**src/mf3_pkg.sv**
```systemverilog
package mf3_pkg;

	localparam int MAX_WIDTH_DEF  = 2048;
	localparam int PIXEL_BITS_DEF = 8;

	// fixed field widths on the ports
	localparam int DATA_W = 8;
	localparam int CFG_W  = 12;
	localparam int USER_W = 2;

	localparam logic [CFG_W-1:0] WIDTH_RESET  = 12'd2048;
	localparam logic [CFG_W-1:0] HEIGHT_RESET = 12'd2048;

	typedef enum logic [0:0] {
		REG_IMAGE_WIDTH  = 1'b0,
		REG_IMAGE_HEIGHT = 1'b1
	} mf3_reg_t;

	// per-beat control decided at the input, carried down the pipe
	typedef struct packed {
		logic drain;     // row counter at or past height: bottom row replicate
		logic last;      // last column of the row
		logic row_ge1;   // results are due for this row
		logic row_le1;   // top edge: row above is the middle row
		logic col_zero;  // first column: window is reloaded
	} mf3_ctl_t;

endpackage

```
**src/mf3_window.sv**
```systemverilog
module mf3_window #(
	parameter int PIXEL_BITS = 8
) (
	input  logic                             clk,
	input  logic                             arst_n,
	input  logic                             en,
	input  mf3_pkg::mf3_ctl_t                ctl,
	input  logic [PIXEL_BITS-1:0]            pix,
	input  logic [PIXEL_BITS-1:0]            rd_upper,
	input  logic [PIXEL_BITS-1:0]            rd_mid,
	output logic [2:0][2:0][PIXEL_BITS-1:0]  win
);

	import mf3_pkg::*;

	// win[column][row], column 0 is leftmost, row 0 is top
	logic [2:0][2:0][PIXEL_BITS-1:0] win_q;
	logic [2:0][PIXEL_BITS-1:0]      col_new;

	always_comb begin
		col_new[0] = ctl.row_le1 ? rd_mid : rd_upper;
		col_new[1] = rd_mid;
		col_new[2] = ctl.drain ? rd_mid : pix;
	end

	always_ff @(posedge clk or negedge arst_n) begin
		if (!arst_n) begin
			win_q <= '0;
		end else if (en) begin
			if (ctl.col_zero) begin
				win_q <= {col_new, col_new, col_new};
			end else begin
				win_q <= {col_new, win_q[2], win_q[1]};
			end
		end
	end

	assign win = win_q;

endmodule

```
**config.mk**
```make
export PLATFORM = sky130hd
export DESIGN_NAME = mf3_window
export DESIGN_NICKNAME = d
export VERILOG_FILES = /design/src/mf3_pkg.sv /design/src/mf3_window.sv
export SDC_FILE = /design/constraint.sdc
export NUM_CORES = 1
export LEC_CHECK = 0
export BUFFER_PORTS_ARGS = -buffer_cell sky130_fd_sc_hd__buf_2
export CAP_MARGIN = 20
export CELL_PAD_IN_SITES_DETAIL_PLACEMENT = 1
export CELL_PAD_IN_SITES_GLOBAL_PLACEMENT = 2
export CORE_UTILIZATION = 30
export CTS_BUF_LIST = sky130_fd_sc_hd__clkbuf_4
export CTS_CLUSTER_SIZE = 24
export DETAILED_ROUTE_END_ITERATION = 8
export MAX_ROUTING_LAYER = met4
export PLACE_DENSITY = 0.79
export SLEW_MARGIN = 40
export SYNTH_ARGS = -nofsm -noshare
export SYNTH_HDL_FRONTEND = slang
export SYNTH_SLANG_ARGS = --single-unit
```
**constraint.sdc**
```tcl
create_clock -name clk -period 0.8 [get_ports clk]
set_input_delay 0.12 -clock clk [delete_from_list [all_inputs] [get_ports clk]]
set_output_delay 0.12 -clock clk [all_outputs]
set_load 0.005 [all_outputs]
```
# Word level (Yosys, flattened, before mapping)
# Index checks and enable logic that the tools add are counted.
dict set report word_totals {
  regBits 72
  output_inout_bits 72
}
dict set report classes {
  mux 3
}
# op count
set op_table {}
lappend op_table {{$mux W48} 1}
lappend op_table {{$mux W8} 2}

# Logic depth before layout (Yosys ltp)
dict set report depth {
  depth_word 2
  ltp_mapped 5
}

# Worst setup path before layout
# OpenSTA, ideal clock, no wires.
dict set report synth_timing {
  kind {in2reg}
  from {in ctl[1] in the netlist's numbering}
  to {reg win_q, in the netlist win[30]}
  arrival_time_ns 0.704
  setup_slack_ns -0.039
  path_stages 3
  path_buffers 1
  path_cell_list {buf_2 > mux2i_1 > o211ai_1}
}
dict set report synth_via {
  elab_chain_len 2
}
# element line
set synth_lines {}
lappend synth_lines {{start, declared} mf3_window.sv:7} ;# input mf3_pkg::mf3_ctl_t ctl,
lappend synth_lines {{$mux W8} mf3_window.sv:21} ;# col_new[0] = ctl.row_le1 ? rd_mid : rd_upper;
lappend synth_lines {{$mux W48} mf3_window.sv:30} ;# if (ctl.col_zero) begin
lappend synth_lines {{end signal, assigned} mf3_window.sv:31} ;# win_q <= {col_new, col_new, col_new};
lappend synth_lines {{end signal, assigned} mf3_window.sv:33} ;# win_q <= {col_new, win_q[2], win_q[1]};
lappend synth_lines {{end, declared} mf3_window.sv:17} ;# logic [2:0][2:0][PIXEL_BITS-1:0] win_q;
# No other way between the ends.
# A chain may end at the register's enable or synchronous reset.

# Worst setup path in the final report
dict set report layout_timing {
  from {reg win_q, in the netlist win[68]}
  to {out win[68] in the netlist's numbering}
}
# element line
set layout_rtl {}
lappend layout_rtl {{end, declared} mf3_window.sv:11} ;# output logic [2:0][2:0][PIXEL_BITS-1:0] win
# No word-level cell between the ends.

==> impl_metrics.py <==
metrics = {
    "clocking": {
        "cts_tree": "built",
        "cts_sinks": 72,
        "clockBufferDepth": 2,
        "clock_latency_ps": 420,
        "htreeDepth": 3,
        "clockRootBuffer": "clkbuf_4",
        "cts.clk_slew.worst_paths_ps": 120,
        "cts-buffers-inserted": 9,
    },
    "grt": {
        "grt.overflow.total": 0,
        "antenna_found_initial": 0,
        "grt_start_max_net_pins": 62,
        "grt_first_pass_wirelength_um": 16300,
        "grt_pass1_vias": 3100,
        "grt_use_total": 0.193,
    },
    "routing": {
        "vias_per_cell": 4.87,
        "drt_iter0_drc": 127,
        "num_vias": 3026,
        "drt-pass1-iter-count": 4,
        "wl_um": 10800,
        "drc": 0,
        "antenna_violating_nets_post_route": 0,
        "wl_per_cell_um": 17.4,
    },
    "hold_path": {
        "min_from": "rd_mid[0]",
        "hold_path_class": "in -> reg",
    },
    "power": {
        "p_sw_w": 0.00283,
        "p_sw_frac": 0.283,
        "p_seq_frac": 0.440,
        "power.static_leakage_nw": 2.39,
        "clockPowerShare": 0.289,
        "pwr-share-comb": 0.271,
        "total_power_w": 0.0100,
        "max-vdd-ir-drop_uv": 935,
        "p_int_w": 0.00719,
        "p_per_area_nw_per_um2": 1930,
    },
    "run_status": {
        "violations": "setup timing",
        "status": "finished with violations",
    },
    "cells_and_area": {
        "final_nets": 508,
        "post-route-util": 0.476,
        "num_antenna_cells": 0,
        "final_common_cell": "buf_2",
        "drive_gt1_frac": 0.507,
        "final_cell_mix": "buf_2 (99), dfrtp_1 (72), buf_6 (42), buf_4 (39)",
        "fillers": 1232,
        "largest_reg_flops": 72,
        "syn_to_final_growth_pct": 54.3,
    },
    "worst_setup_path": {
        "critPathMaxFanout": 2,
        "crit_chain": "buf_2",
        "r2r-start": "win[53]",
        "critPathArrivalTime_ps": 990,
        "cp-startpoint": "win[68]",
        "critPathTopFamily": "flip-flops",
        "startpoint_type": "register",
        "critPathKind": "reg -> out",
        "slowest_stage": "dfrtp_1",
        "crit_path_end_kind": "output port",
        "slowest_delay_ps": 440,
        "cp.required_ps": 680,
        "path_buf_inv": 1,
    },
    "timing": {
        "worst_pin_slew_ps": 380,
        "maxSlewHeadroom": 0.740,
        "min_period_ps": 1110,
        "drv_slew": 0,
        "setup_ws_ps": -310,
        "min_period_over_period": 1.39,
        "finalSetupViolations": 107,
        "setup_tns_ps": -21620,
        "skew_ps": 13.4,
        "rsz0062_at_grt": "true",
        "hold_viol": 0,
        "max_freq_mhz": 901,
    },
    "floorplan": {
        "coreArea_um2": 10900,
        "die_w_um": 108,
        "dieArea_um2": 11600,
        "die_y_um": 108,
        "row_count": 38,
        "initial_core_util": 0.309,
        "ios": 104,
    },
    "yosys": {
        "async_flop_share": 1.00,
        "synth_warnings": 0,
        "synth_top_family_by_area": "simple AND/OR/NAND/NOR gates",
        "synth_nets": 331,
        "synth_area_per_cell_um2": 11.2,
        "synth_cells": 299,
        "synth-adder-area-share": 0,
        "synth_flop_cell": "dfrtp_1",
        "ys_seq_area_frac": 0.536,
        "synth-edff-count": 0,
        "yosysUniqueCellTypes": 14,
        "synth_compound_area_frac": 0.119,
        "synth_area_um2": 3360,
        "muxShareOfSynthArea": 0.122,
        "synth_xor_area_frac": 0,
        "synth_seq_cells": 72,
        "yosys.area_share.simple": 0.169,
    },
    "placement": {
        "port_buffers": 101,
        "hpwl_um": 7120,
        "gp_congestion": 0.759,
    },
    "job": {
        "cap_violations": 0,
    },
}
-- cells in the mapped netlist (3+ instances only) --
master	number	area, um^2
dfrtp_1	72	1800
a21oi_1	32	160
mux2i_1	32	320
nand2b_1	32	200
nand3b_1	32	240
nor2_1	32	120
o211ai_1	32	240
buf_2	15	75.1
buf_6	7	78.8
mux2_2	7	78.8
clkbuf_1	3	11.3
-- cells by family after synthesis --
logic type / count (synthesis)
AOI/OAI and AO/OA: 64
buffers and inverters: 26
DFF: 72
muxes: 40
and+or+nand+nor: 97
-- final cells by class --
| type | count | area, um^2 | share of cell area |
|---|---|---|---|
| clock buffers | 9 | 67.6 | 0.0130 |
| clock inverters | 7 | 110 | 0.0212 |
| multi-input cells | 201 | 1550 | 0.299 |
| flip-flops and latches | 72 | 1800 | 0.347 |
| well taps | 140 | 175 | 0.0338 |
| repair buffers | 192 | 1480 | 0.286 |
-- power by group through the flow --
stage / registers, W / clock network [W] / logic (W)
final: 0.00441 / 0.00290 / 0.00271
after global routing: 0.00446 / 0.00317 / 0.00296
after CTS: 0.00437 / 0.00297 / 0.00236
after detailed placement: 0.00450 / 0 / 0.00181
after global placement: 0.00449 / 0 / 0.00175
after floorplan: 0.00448 / 0 / 0.000800
-- per-stage QoR --
stage	setup slack [ps]	cell area (um^2)	hold slack [ps]	cells
4_1_cts	-340	4820	4.80	613
6_report	-310	5180	46.6	621
3_5_place_dp	-199	4240	5.11	546
3_3_place_gp	-166	4240	8.38	546
5_1_grt	-393	5180	11.8	621
2_1_floorplan	10.1	3370	-176	299
-- routing by layer --
layer  up-vias  GRT usage  share of wire
met5         -          -              0
met4         0     0.0528         0.0060
met3         9     0.0412          0.047
met2        78      0.314           0.50
met1      1531      0.242           0.44
li1       1408          -              -
-- what timing repair did --
action,CTS,global route
gates resized for setup,7,82
setup buffers,50,25
pin swaps,17,35
endpoints found under the hold margin,72,1
setup endpoints to repair,74,138
hold buffers,1,1
-- worst paths after layout --
check                           to  slack, ps  depth (start not counted)
max in group asynchronous  win[35]        310                          3
min                        win[56]         50                          2
max reg2reg                win[29]       -130                          4
max                        win[68]       -310                          1
min in group asynchronous  win[56]         90                          2
min reg2reg                win[19]        520                          2
Note: power is estimated with default switching activity, not from simulation.
