==> src/mf3_pkg.sv <==
package mf3_pkg;

	localparam int MAX_WIDTH_DEF  = 2048;
	localparam int PIXEL_BITS_DEF = 8;

	// fixed field widths on the ports
	localparam int DATA_W = 8;
	localparam int CFG_W  = 12;
	localparam int USER_W = 2;

	localparam logic [CFG_W-1:0] WIDTH_RESET  = 12'd2048;
	localparam logic [CFG_W-1:0] HEIGHT_RESET = 12'd2048;

	typedef enum logic [0:0] {
		REG_IMAGE_WIDTH  = 1'b0,
		REG_IMAGE_HEIGHT = 1'b1
	} mf3_reg_t;

	// per-beat control decided at the input, carried down the pipe
	typedef struct packed {
		logic drain;     // row counter at or past height: bottom row replicate
		logic last;      // last column of the row
		logic row_ge1;   // results are due for this row
		logic row_le1;   // top edge: row above is the middle row
		logic col_zero;  // first column: window is reloaded
	} mf3_ctl_t;

endpackage

==> src/mf3_median_out.sv <==
module mf3_median_out #(
	parameter int PIXEL_BITS = 8
) (
	input  logic                             clk,
	input  logic                             arst_n,
	input  logic                             load,
	input  mf3_pkg::mf3_ctl_t                ctl,
	input  logic [2:0][2:0][PIXEL_BITS-1:0]  win,
	output logic                             done,
	output logic                             m_tvalid,
	input  logic                             m_tready,
	output logic [mf3_pkg::DATA_W-1:0]       m_tdata,
	output logic [mf3_pkg::USER_W-1:0]       m_tuser,
	output logic                             m_tlast
);

	import mf3_pkg::*;

	localparam int PB = PIXEL_BITS;

	// returns {max, min}
	function automatic logic [2*PB-1:0] cx(input logic [PB-1:0] a, input logic [PB-1:0] b);
		return (a > b) ? {a, b} : {b, a};
	endfunction

	// 19 compare-exchange median network
	function automatic logic [PB-1:0] median9(input logic [2:0][2:0][PB-1:0] w);
		logic [PB-1:0] p [9];
		for (int i = 0; i < 3; i++) begin
			for (int j = 0; j < 3; j++) begin
				p[3*i+j] = w[i][j];
			end
		end
		{p[2], p[1]} = cx(p[1], p[2]);
		{p[5], p[4]} = cx(p[4], p[5]);
		{p[8], p[7]} = cx(p[7], p[8]);
		{p[1], p[0]} = cx(p[0], p[1]);
		{p[4], p[3]} = cx(p[3], p[4]);
		{p[7], p[6]} = cx(p[6], p[7]);
		{p[2], p[1]} = cx(p[1], p[2]);
		{p[5], p[4]} = cx(p[4], p[5]);
		{p[8], p[7]} = cx(p[7], p[8]);
		{p[3], p[0]} = cx(p[0], p[3]);
		{p[8], p[5]} = cx(p[5], p[8]);
		{p[7], p[4]} = cx(p[4], p[7]);
		{p[6], p[3]} = cx(p[3], p[6]);
		{p[4], p[1]} = cx(p[1], p[4]);
		{p[5], p[2]} = cx(p[2], p[5]);
		{p[7], p[4]} = cx(p[4], p[7]);
		{p[2], p[4]} = cx(p[4], p[2]);
		{p[4], p[6]} = cx(p[6], p[4]);
		{p[2], p[4]} = cx(p[4], p[2]);
		return p[4];
	endfunction

	logic                           a_q;      // centre result pending
	logic                           b_q;      // right-edge result pending
	logic                           drain_q;
	logic                           out_free;
	logic                           push;
	logic [2:0][2:0][PB-1:0]        edge_win;
	logic [2:0][2:0][PB-1:0]        cand;
	logic [PB-1:0]                  med;
	logic [PB+DATA_W-1:0]           med_ext;
	logic                           valid_q;
	logic [DATA_W-1:0]              data_q;
	logic [USER_W-1:0]              user_q;
	logic                           last_q;

	assign out_free = !valid_q || m_tready;
	assign push     = (a_q || b_q) && out_free;
	assign done     = !(a_q || b_q) || (out_free && !(a_q && b_q));

	// right column replicated past the last pixel
	assign edge_win = {win[2], win[2], win[1]};
	assign cand     = a_q ? win : edge_win;
	assign med      = median9(cand);
	assign med_ext  = {{DATA_W{1'b0}}, med};

	always_ff @(posedge clk or negedge arst_n) begin
		if (!arst_n) begin
			a_q     <= 1'b0;
			b_q     <= 1'b0;
			valid_q <= 1'b0;
		end else begin
			if (load) begin
				a_q <= !ctl.col_zero && ctl.row_ge1;
				b_q <= ctl.last && ctl.row_ge1;
			end else if (push) begin
				if (a_q) begin
					a_q <= 1'b0;
				end else begin
					b_q <= 1'b0;
				end
			end
			if (push) begin
				valid_q <= 1'b1;
			end else if (m_tready) begin
				valid_q <= 1'b0;
			end
		end
	end

	always_ff @(posedge clk) begin
		if (load) begin
			drain_q <= ctl.drain;
		end
		if (push) begin
			data_q <= med_ext[DATA_W-1:0];
			if (a_q) begin
				user_q <= 2'b00;
				last_q <= !b_q;
			end else begin
				user_q <= {drain_q, 1'b1};
				last_q <= 1'b1;
			end
		end
	end

	assign m_tvalid = valid_q;
	assign m_tdata  = data_q;
	assign m_tuser  = user_q;
	assign m_tlast  = last_q;

endmodule

==> config.mk <==
export PLATFORM = sky130hd
export DESIGN_NAME = mf3_median_out
export DESIGN_NICKNAME = d
export VERILOG_FILES = /design/src/mf3_pkg.sv /design/src/mf3_median_out.sv
export SDC_FILE = /design/constraint.sdc
export NUM_CORES = 1
export LEC_CHECK = 0
export BUFFER_PORTS_ARGS = -buffer_cell sky130_fd_sc_hd__buf_4
export CAP_MARGIN = 20
export CELL_PAD_IN_SITES_DETAIL_PLACEMENT = 0
export CELL_PAD_IN_SITES_GLOBAL_PLACEMENT = 1
export CORE_ASPECT_RATIO = 1.75
export CORE_MARGIN = 10
export CORE_UTILIZATION = 28
export CTS_BUF_LIST = sky130_fd_sc_hd__clkbuf_4
export CTS_CLUSTER_DIAMETER = 120
export CTS_CLUSTER_SIZE = 30
export DETAILED_ROUTE_END_ITERATION = 12
export GPL_ROUTABILITY_DRIVEN = 1
export PLACE_DENSITY_LB_ADDON = 0.1
export SETUP_SLACK_MARGIN = 0.02
export SLEW_MARGIN = 40
export SYNTH_ARGS = -nofsm -noshare
export SYNTH_HDL_FRONTEND = slang
export SYNTH_SLANG_ARGS = --single-unit
==> constraint.sdc <==
create_clock -name clk -period 16.56 [get_ports clk]
set_input_delay 2.484 -clock clk [delete_from_list [all_inputs] [get_ports clk]]
set_output_delay 2.484 -clock clk [all_outputs]
set_load 0.01 [all_outputs]
### Word level (Yosys, flattened, before mapping)

Index checks and enable logic that the tools add are counted.

* register bits after elaboration: 15
* input port bits: 81
* output and inout bits: 13
* word-level logic and storage cells: 72

* magnitude comparators: 19
* equal/unequal tests: 1
* muxes and demuxes: 28
* reduce and logical (&&, ||, !) cells: 16

Operators by type and width (count)
* 16-bit two-way mux: 15
* 8-bit > comparator: 19
* 48-bit two-way mux: 1
* 8-bit two-way mux: 4
* 1-bit two-way mux: 8
* 1-bit logical AND: 5
* 1-bit logical NOT: 5
* 2-bit nonzero test: 2
* 1-bit logical OR: 3
* 2-bit != test, second input constant: 1
* 2-bit AND reduction: 1

### Logic depth before layout (Yosys ltp)

Gate-level depths: netlist of run 1.

* depth in word-level cells: 19
* gate-level depth with buffers: 95
* mapped depth without buffers: 84

### Worst setup path after synthesis of run 1

No wires, ideal clock.

* kind: input -> register
* start: input win[71] in the netlist's numbering
* end: register data_q[0] (netlist: m_tdata[0]) (data pin)
* library setup time: 256 ps
* arrival time: 17661 ps
* required time: 16304 ps
* setup slack: -1356 ps
* stages: 83
* buffers on the path: 9
* cells stage by stage: inv_1 -> ha_1 -> nand4_1 -> or2_1 -> o21ai_1 -> buf_4 -> buf_4 -> mux2_2 -> inv_1 -> ha_1 -> o21ai_0 -> a21oi_2 -> nor2_1 -> or3_4 -> a211oi_4 -> nor4_4 -> or2_2 -> ha_1 -> (+47 left out) -> a21o_1 -> a21oi_1 -> nor2b_1 -> nor3_1 -> a21oi_1 -> a21o_1 -> a31oi_1 -> nand3_4 -> buf_8 -> or2_1 -> nand2_1 -> ha_1 -> a21o_1 -> a21oi_1 -> o21ai_0 -> o21a_1 -> or4b_1 -> and4_1

* cells in the longest elaborated chain, start to end: 19
* elaborated cells between the ends (all ways): 33
* those cells by class: 16 x order compare; 17 x mux

Ends and longest elaborated chain
* start: declaration: line mf3_median_out.sv:8 `input logic [2:0][2:0][PIXEL_BITS-1:0] win,`
* 48-bit two-way mux: line mf3_median_out.sv:76 `assign cand = a_q ? win : edge_win;`
* 8-bit > comparator: line mf3_median_out.sv:23 `return (a > b) ? {a, b} : {b, a};`
* 16-bit two-way mux: line mf3_median_out.sv:23
* 8-bit > comparator: line mf3_median_out.sv:23
* 16-bit two-way mux: line mf3_median_out.sv:23
* 8-bit > comparator: line mf3_median_out.sv:23
* 16-bit two-way mux: line mf3_median_out.sv:23
* 8-bit > comparator: line mf3_median_out.sv:23
* (+4 left out)
* 8-bit two-way mux: line mf3_median_out.sv:23
* 8-bit > comparator: line mf3_median_out.sv:23
* 16-bit two-way mux: line mf3_median_out.sv:23
* 8-bit > comparator: line mf3_median_out.sv:23
* 16-bit two-way mux: line mf3_median_out.sv:23
* 8-bit > comparator: line mf3_median_out.sv:23
* 8-bit two-way mux (*): line mf3_median_out.sv:23
* via med[0]: line mf3_median_out.sv:63 `logic [PB-1:0] med;`
* end signal: assignment: line mf3_median_out.sv:109 `data_q <= med_ext[DATA_W-1:0];`
* end: declaration: line mf3_median_out.sv:66 `logic [DATA_W-1:0] data_q;`

Mark *: on every way through the listed nets, which the timed path passes. The rest lies on a longest branch.
A chain may end at the register's enable or synchronous reset.

### Worst setup path in the final report of run 1

* start: input win[57] in the netlist's numbering
* end: register data_q[0] (netlist: m_tdata[0]) (data pin)

The elaborated chain is that of the path after synthesis.

==> results of run 1 <==
flip-flops by register name (all words and copies together), names as in the netlist:
register,flops
drain_q,1
m_tuser,2
m_tlast,1
m_tdata,8
m_tvalid,1
b_q,1
a_q,1
cell usage in the layout, fill, tap and decap left out, types with 36 or more instances in the layout:
| cell | Yosys | layout |
|---|---|---|
| buf_4 | 4 | 446 |
| ha_1 | 149 | 110 |
| nand2_1 | 105 | 98 |
| inv_1 | 110 | 94 |
| mux2i_1 | 80 | 76 |
| nor2_1 | 73 | 64 |
| a21oi_1 | 81 | 55 |
| o21ai_0 | 72 | 46 |
| a21o_1 | 37 | 36 |
| ha_4 | 0 | 36 |
metrics by stage:
stage	hold WS, ns	util	worst slack, ns	setup TNS, ns
after floorplan	0.4956	-	0.02298	0
after global placement	0.5125	0.4020	-1.170	-7.604
after detailed placement	0.5240	0.4024	-1.182	-7.731
after CTS	0.5458	0.4227	0.02504	0
after global routing	0.5992	0.4704	-0.2118	-0.4492
final	0.5368	0.4704	0.4211	0
cell families after synthesis:
kind of cell	after synthesis
adder cells (fa/ha/maj)	150
AO/OA/AOI/OAI	338
multiplexers	131
buffers and inverters	153
AND/OR/NAND/NOR	355
flip-flops	15
worst max path at each step:
stage                  from                    to  slack [ns]
floorplan           win[65]  m_tdata[0]$_DFFE_PP_        0.02
global placement    win[65]  m_tdata[0]$_DFFE_PP_       -1.17
detailed placement  win[65]  m_tdata[0]$_DFFE_PP_       -1.18
CTS                 win[65]  m_tdata[0]$_DFFE_PP_        0.03
global route        win[65]  m_tdata[3]$_DFFE_PP_       -0.21
finish              win[57]  m_tdata[0]$_DFFE_PP_        0.42
metal layers:
metal / routed length, µm / track usage / up-vias
met2: 22130 / 0.3942 / 158
met5: 0 / 0 / -
met1: 13550 / 0.1705 / 4762
li1: - / - / 5132
met4: 2602 / 0.1090 / 0
met3: 481 / 0.006496 / 69
timing repair:
item,in CTS,in global routing
endpoints found under the hold margin,0,0
cloned,1,2
setup endpoints to repair,8,8
gates resized for setup,82,202
pin swaps,40,99
buffers inserted,31,36
area by class of cell:
| type | instances | area (µm²) |
|---|---|---|
| fill | 3111 | 15920 |
| tap | 387 | 484.2 |
| inverter | 110 | 419.2 |
| timing repair buffer | 482 | 3829 |
| sequential | 15 | 436.7 |
| multi-input combinational | 974 | 8940 |
| clock buffer | 4 | 30.03 |
==> run summary, run 1 <==
CTS root buffer: clkbuf_4
Area grow syn2layout: 65.50%
GRT Overall Usage: 0.1874
Synth Area in Adders: 0.2194
Syn Nets: 1372
Area share of and/or/nand/nor cells after synthesis: 0.2190
Worst Skew: 0.003702 ns
GPL Wtd Cong: 0.8810
Initial DRT Pass Iterations: 5
Worst Hold Path EP: m_tuser[1]$_SDFFCE_PP0P_
Critical R2R Capture: m_tdata[0]$_DFFE_PP_
Number of flops mapped to enable cells by yosys: 12
# IOs: 94
DR vias: 10121
Drt initial violations: 347
Max Clock Freq: 61.96 MHz
Post-Syn Area: 0.008543 mm²
CTS tree: yes
Layout net count: 1816
Bufs and invs on worst path: 15
Worst reg2reg path depth: 75
Die area: 0.03817 mm²
Post-synth top area cell: ha_1
CTS Buffer Depth: 2
Sequential area share after synthesis: 0.05097
Synth top area share: 0.2182
Slew @ Worst Pin: 0.7932 ns
Port Buf Inserts: 92
CP Launch Type: primary input
Finished Layout Cells: 1972
Initial core utilization: 0.2842
Syn avg cell area: 7.481 µm²
Max Slew Vio Count: 0
Period utilization: 0.9746
Critical path's top delay family: compound AO/OA/AOI/OAI gates
CTS clk-pin slew, worst paths: 0.08 ns
Synth async-reset ratio: 0.2000
Worst hold path depth: 1
Outcome: complete, no violations
Initial antenna violation count: 0
Post-Place Cells: 1899
Synth area leaders: ha_1 (22%), mux2i_1 (9.4%), mux2_2 (5.5%)
Synth Register Bits: 15
Main combinational cell family by area after synthesis: compound AO/OA/AOI/OAI gates
Rel. slew slack: 0.4656
CTS Buf Count: 3
Diodes inserted: 0
CP max-delay cell: or4_4
CP Max Fanout: 8
Via density: 5.132
Min Tclk post-route: 16.14 ns
Max-cap viol count: 0
Final setup viols: 0
Fin area: 0.01414 mm²
Hold_buf cts: 0
Synthesis warning total: 0
Post-synth top cells: ha_1 (149), inv_1 (110), nand2_1 (105)
Worst Path Arrival: 16.18 ns
Antenna viol nets, final: 0
H-tree Lvls: 1
CP max stage delay: 0.51 ns
Global-route wire length before repair: 56820 µm
Layout cells sized above 1: 0.4902
Core ar.: 0.03006 mm²
TritonCTS Sinks: 15
Vias in the first global route: 10448
FF-to-FF setup slack: 1.80 ns
Dpl cell area: 0.01210 mm²
Largest net degree at the start of global routing: 28
Wire length per cell: 19.65 µm
FP Rows: 84
Ys flop type: edfxtp_1
Horiz. Die Dim: 152.0 µm
Hold wc startpoint: drain_q$_DFFE_PP_
Chip Height: 251.1 µm
Total global routing overflow: 0
Post-synthesis compound-gate area fraction: 0.2723
Total wire length: 38760 µm
DRC: 0
Post-synthesis cell type count: 95
Reg2reg start: a_q$_DFFE_PN0P_
Synth Area in XOR/XNOR: 0
CP endpoint kind: flop
Dpl hpwl: 33940 µm
Final hold viol count: 0
WP data required: 16.60 ns
Count leader, synth: ha_1
HP Class: reg2reg
Cells after synthesis: 1142
Mux cell area share after synthesis: 0.1658
RSZ-0062 raised after global routing: yes
Setup CP Type: in2reg
Clock Latency Late Sink: 0.28 ns
CP Depth: 75
Crit path top cell by count: ha_4
Power of run 1 is left out: the tool's default activity adds up to more than one toggle a clock period on the data nets, which glitch-free logic cannot reach.
==> run 2: changes to the inputs <==
- CELL_PAD_IN_SITES_DETAIL_PLACEMENT: 0 -> not set
- CELL_PAD_IN_SITES_GLOBAL_PLACEMENT: 1 -> not set
- PLACE_DENSITY_LB_ADDON: 0.1 -> not set
==> run summary, run 2 (synthesis results as in run 1) <==
Clock Latency Late Sink: 0.29 ns (about the same)
Period utilization: 0.9789 (+0.004352)
Via density: 5.338 (+4.0%)
RSZ-0062 raised after global routing: yes
Final core utilization: 0.4545 (-0.01582)
FP Rows: 84 (unchanged)
GRT Overall Usage: 0.1829 (-0.004551)
Post-Route Setup TNS: 0 ns (unchanged)
Antenna viol nets, final: 0 (unchanged)
Total global routing overflow: 0 (unchanged)
Min Tclk post-route: 16.21 ns (+0.07206 ns)
Uppermost layer routed: met4
DR WL met3: 1082 µm (+120%)
DR vias: 10426 (+3.0%)
DRT met1 WL: 12370 µm (-8.7%)
Chip Height: 251.1 µm (unchanged)
CP max stage delay: 0.53 ns (+0.02 ns)
Largest net degree at the start of global routing: 29 (+3.6%)
Bufs and invs on worst path: 39 (+24)
Drt initial violations: 407 (+17%)
Rel. slew slack: 0.3851 (-0.08053)
CTS Buf Count: 3 (unchanged)
Worst Skew: 0.0008924 ns (-0.002810 ns)
CTS clk-pin slew, worst paths: 0.08 ns (about the same)
CTS Buffer Depth: 2 (unchanged)
Horiz. Die Dim: 152.0 µm (unchanged)
TritonCTS Sinks: 15 (unchanged)
Vias in the first global route: 10608 (+1.5%)
CP Max Fanout: 7 (-1)
Max Slew Vio Count: 0 (unchanged)
CP Launch Type: primary input
CTS root buffer: clkbuf_4
Die area: 0.03817 mm² (unchanged)
Initial DRT Pass Iterations: 5 (unchanged)
Layout net count: 1796 (-1.1%)
H-tree Lvls: 1 (unchanged)
Worst Path Arrival: 16.26 ns (+0.08 ns)
CP max-delay cell: or4_4
Hold_buf cts: 0 (unchanged)
Global-route wire length before repair: 56280 µm (-0.95%)
Dpl cell area: 0.01183 mm² (-2.2%)
Slew @ Worst Pin: 0.9108 ns (+0.1176 ns)
Post-route worst hold slack: 0.5578 ns (+0.02099 ns)
Max Clock Freq: 61.69 MHz (-0.44%)
Max-cap viol count: 0 (unchanged)
HP Class: reg2reg
DRC: 0 (unchanged)
CTS tree: yes
Final hold viol count: 0 (unchanged)
# IOs: 94 (unchanged)
Outcome: complete, no violations
Metal2 WL: 21200 µm (-4.2%)
Commonest non-fill, non-tap cells in the layout: buf_4 (439), ha_1 (115), nand2_1 (100)
Initial core utilization: 0.2842 (unchanged)
Setup CP Type: in2reg
GPL Wtd Cong: 0.9995 (+13%)
Wire length per cell: 19.66 µm (about the same)
Commonest non-fill, non-tap cell in the layout: buf_4
Total wire length: 38400 µm (-0.91%)
Critical path's top delay family: buffers and inverters
Initial antenna violation count: 0 (unchanged)
Dpl hpwl: 32460 µm (-4.4%)
Area grow syn2layout: 59.93%
Layout cells sized above 1: 0.4728 (-0.01738)
Fin area: 0.01366 mm² (-3.4%)
CP endpoint kind: flop
Core ar.: 0.03006 mm² (unchanged)
Final setup viols: 0 (unchanged)
Port Buf Inserts: 92 (unchanged)
Max reg flops: 8 (unchanged)
WP data required: 16.61 ns (about the same)
Crit path top cell by count: buf_4
-- run 2: worst paths after layout --
| kind | start | end | slack (ns) | cells after the start |
|---|---|---|---|---|
| worst min register to register | drain_q$_DFFE_PP_ | m_tuser[1]$_SDFFCE_PP0P_ | 0.56 | 1 |
| min in group asynchronous | arst_n | a_q$_DFFE_PN0P_ | 1.97 | 1 |
| worst min-delay path | drain_q$_DFFE_PP_ | m_tuser[1]$_SDFFCE_PP0P_ | 0.56 | 1 |
| max in group asynchronous | arst_n | a_q$_DFFE_PN0P_ | 14.49 | 1 |
| worst max register to register | a_q$_DFFE_PN0P_ | m_tdata[0]$_DFFE_PP_ | 1.97 | 77 |
| worst max-delay path | win[57] | m_tdata[0]$_DFFE_PP_ | 0.35 | 91 |
-- run 2: cell type report --
type                    count  area (µm²)
flip-flops and latches     15       436.7
clock buffers               4       30.03
fillers                  2995       16400
multi-input cells         974        8696
repair buffers            462        3592
inverters                 110       421.7
diodes                      1       2.502
well taps                 387       484.2
-- run 2: layer usage --
layer	vias to the layer above	GRT usage
met5	-	0
li1	5103	-
met1	4915	0.1550
met3	139	0.01744
met4	0	0.1515
met2	269	0.3703
-- run 2: timing repair --
item,4_1_cts,5_1_grt
buffers inserted,46,33
pin swaps,25,98
setup endpoints to repair,8,8
gates cloned,1,0
gates resized for setup,60,171
-- run 2: through the flow --
stage	instances	worst slack, ns
finish	1953	0.3490
detailed placement	1868	-0.9212
global route	1952	-0.2086
global placement	1868	-0.7689
CTS	1919	0.02154
floorplan	1142	0.02298
Power of run 2 is left out for the same reason.
==> run 3: changes to the inputs <==
- CORE_ASPECT_RATIO: 1.75 -> 0.9
==> run summary, run 3 (synthesis results as in run 1) <==
Total wire length: 34630 µm (-9.8%)
Horiz. Die Dim: 204.1 µm (+34%)
Bufs and invs on worst path: 19 (-51%)
# IOs: 94 (unchanged)
CTS tree: yes
Max-cap viol count: 0 (unchanged)
Max reg flops: 8 (unchanged)
Wire length per cell: 17.67 µm (-10%)
CTS root buffer: clkbuf_4
Chip Height: 185.7 µm (-26%)
Vias in the first global route: 9729 (-8.3%)
Commonest non-fill, non-tap cells in the layout: buf_4 (432), ha_1 (124), nand2_1 (101)
Antenna viol nets, final: 0 (unchanged)
CP Max Fanout: 8 (+1)
DR vias: 10169 (-2.5%)
Max Clock Freq: 61.35 MHz (-0.55%)
Layout net count: 1788 (-0.45%)
Drt initial violations: 702 (+72%)
Commonest non-fill, non-tap cell in the layout: buf_4
Initial antenna violation count: 0 (unchanged)
Critical path's top delay family: compound AO/OA/AOI/OAI gates
Layout cells sized above 1: 0.4502 (-0.02262)
TritonCTS Sinks: 15 (unchanged)
Final core utilization: 0.4442 (-0.01034)
Hold_buf cts: 0 (unchanged)
Diodes inserted: 0 (-1)
Via density: 5.188 (-2.8%)
CTS Buf Count: 3 (unchanged)
H-tree Lvls: 1 (unchanged)
GPL Wtd Cong: 0.9714 (-2.8%)
CP endpoint kind: flop
Crit path top cell by count: buf_6
Largest net degree at the start of global routing: 38 (+31%)
Slew @ Worst Pin: 0.7348 ns (-0.1759 ns)
Area grow syn2layout: 56.14%
Clock Latency Late Sink: 0.28 ns (about the same)
CP max-delay cell: or4b_1
Port Buf Inserts: 92 (unchanged)
Global-route wire length before repair: 51580 µm (-8.4%)
Post-Place Cells: 1907 (+2.1%)
Initial DRT Pass Iterations: 5 (unchanged)
CTS Buffer Depth: 2 (unchanged)
Core ar.: 0.03003 mm² (about the same)
CP Launch Type: primary input
Setup CP Type: in2reg
Die area: 0.03791 mm² (-0.69%)
CTS clk-pin slew, worst paths: 0.09 ns (about the same)
CP max stage delay: 0.46 ns (-0.07 ns)
Worst Path Arrival: 16.35 ns (+0.09 ns)
Outcome: complete, no violations
Max Slew Vio Count: 0 (unchanged)
WP data required: 16.60 ns (about the same)
Final hold viol count: 0 (unchanged)
HP Class: reg2reg
FF-to-FF setup slack: 1.63 ns (-0.34 ns)
Final setup viols: 0 (unchanged)
FP Rows: 60 (-29%)
RSZ-0062 raised after global routing: yes
Initial core utilization: 0.2845 (+0.0002842)
Worst Skew: 0.008177 ns (+0.007285 ns)
Total global routing overflow: 0 (unchanged)
DRC: 0 (unchanged)
Finished Layout Cells: 1960 (+0.36%)
Rel. slew slack: 0.5024 (+0.1173)
Period utilization: 0.9843 (+0.005399)
GRT Overall Usage: 0.1689 (-0.01397)
Min Tclk post-route: 16.30 ns (+0.08940 ns)
Dpl hpwl: 29110 µm (-10%)
-- run 3: worst paths after layout --
path,cells after the start,end,start
setup / recovery,82,m_tdata[0]$_DFFE_PP_,win[65]
setup reg to reg,73,m_tdata[0]$_DFFE_PP_,a_q$_DFFE_PN0P_
max in group asynchronous,1,a_q$_DFFE_PN0P_,arst_n
min in group asynchronous,1,m_tvalid$_DFFE_PN0P_,arst_n
hold reg to reg,1,m_tuser[1]$_SDFFCE_PP0P_,drain_q$_DFFE_PP_
hold / removal,1,m_tuser[1]$_SDFFCE_PP0P_,drain_q$_DFFE_PP_
-- run 3: per-layer routing --
metal / share of wire / wire (µm) / up-vias / track usage
met1: 0.45 / 15530 / 4799 / 0.2200
met4: 0.028 / 958 / 0 / 0.04942
li1: - / - / 5077 / -
met2: 0.47 / 16250 / 251 / 0.2845
met3: 0.055 / 1891 / 42 / 0.02190
met5: 0 / 0 / - / 0
-- run 3: what timing repair did --
action	4_1_cts	5_1_grt
endpoints found under the setup margin	8	8
cloned	1	2
pin swaps	15	81
gates resized for setup	42	150
buffers inserted	15	31
-- run 3: cell type report --
| type | instances | area (µm²) |
|---|---|---|
| fill | 2959 | 16690 |
| multi-input combinational | 974 | 8441 |
| timing repair buffer | 454 | 3512 |
| tap | 403 | 504.2 |
| sequential | 15 | 436.7 |
| inverter | 110 | 415.4 |
| clock buffer | 4 | 30.03 |
-- run 3: stage by stage --
stage          area, µm²  setup slack, ns  setup TNS (ns)  hold slack, ns
2_1_floorplan       8700          0.02298               0          0.4956
3_3_place_gp       12010          -0.6260          -3.003          0.5124
3_5_place_dp       12020          -0.7382          -3.971          0.5236
4_1_cts            12340          0.03032               0          0.5447
5_1_grt            13340          -0.4407          -2.051          0.5782
6_report           13340           0.2596               0          0.5373
Power of run 3 is left out for the same reason.
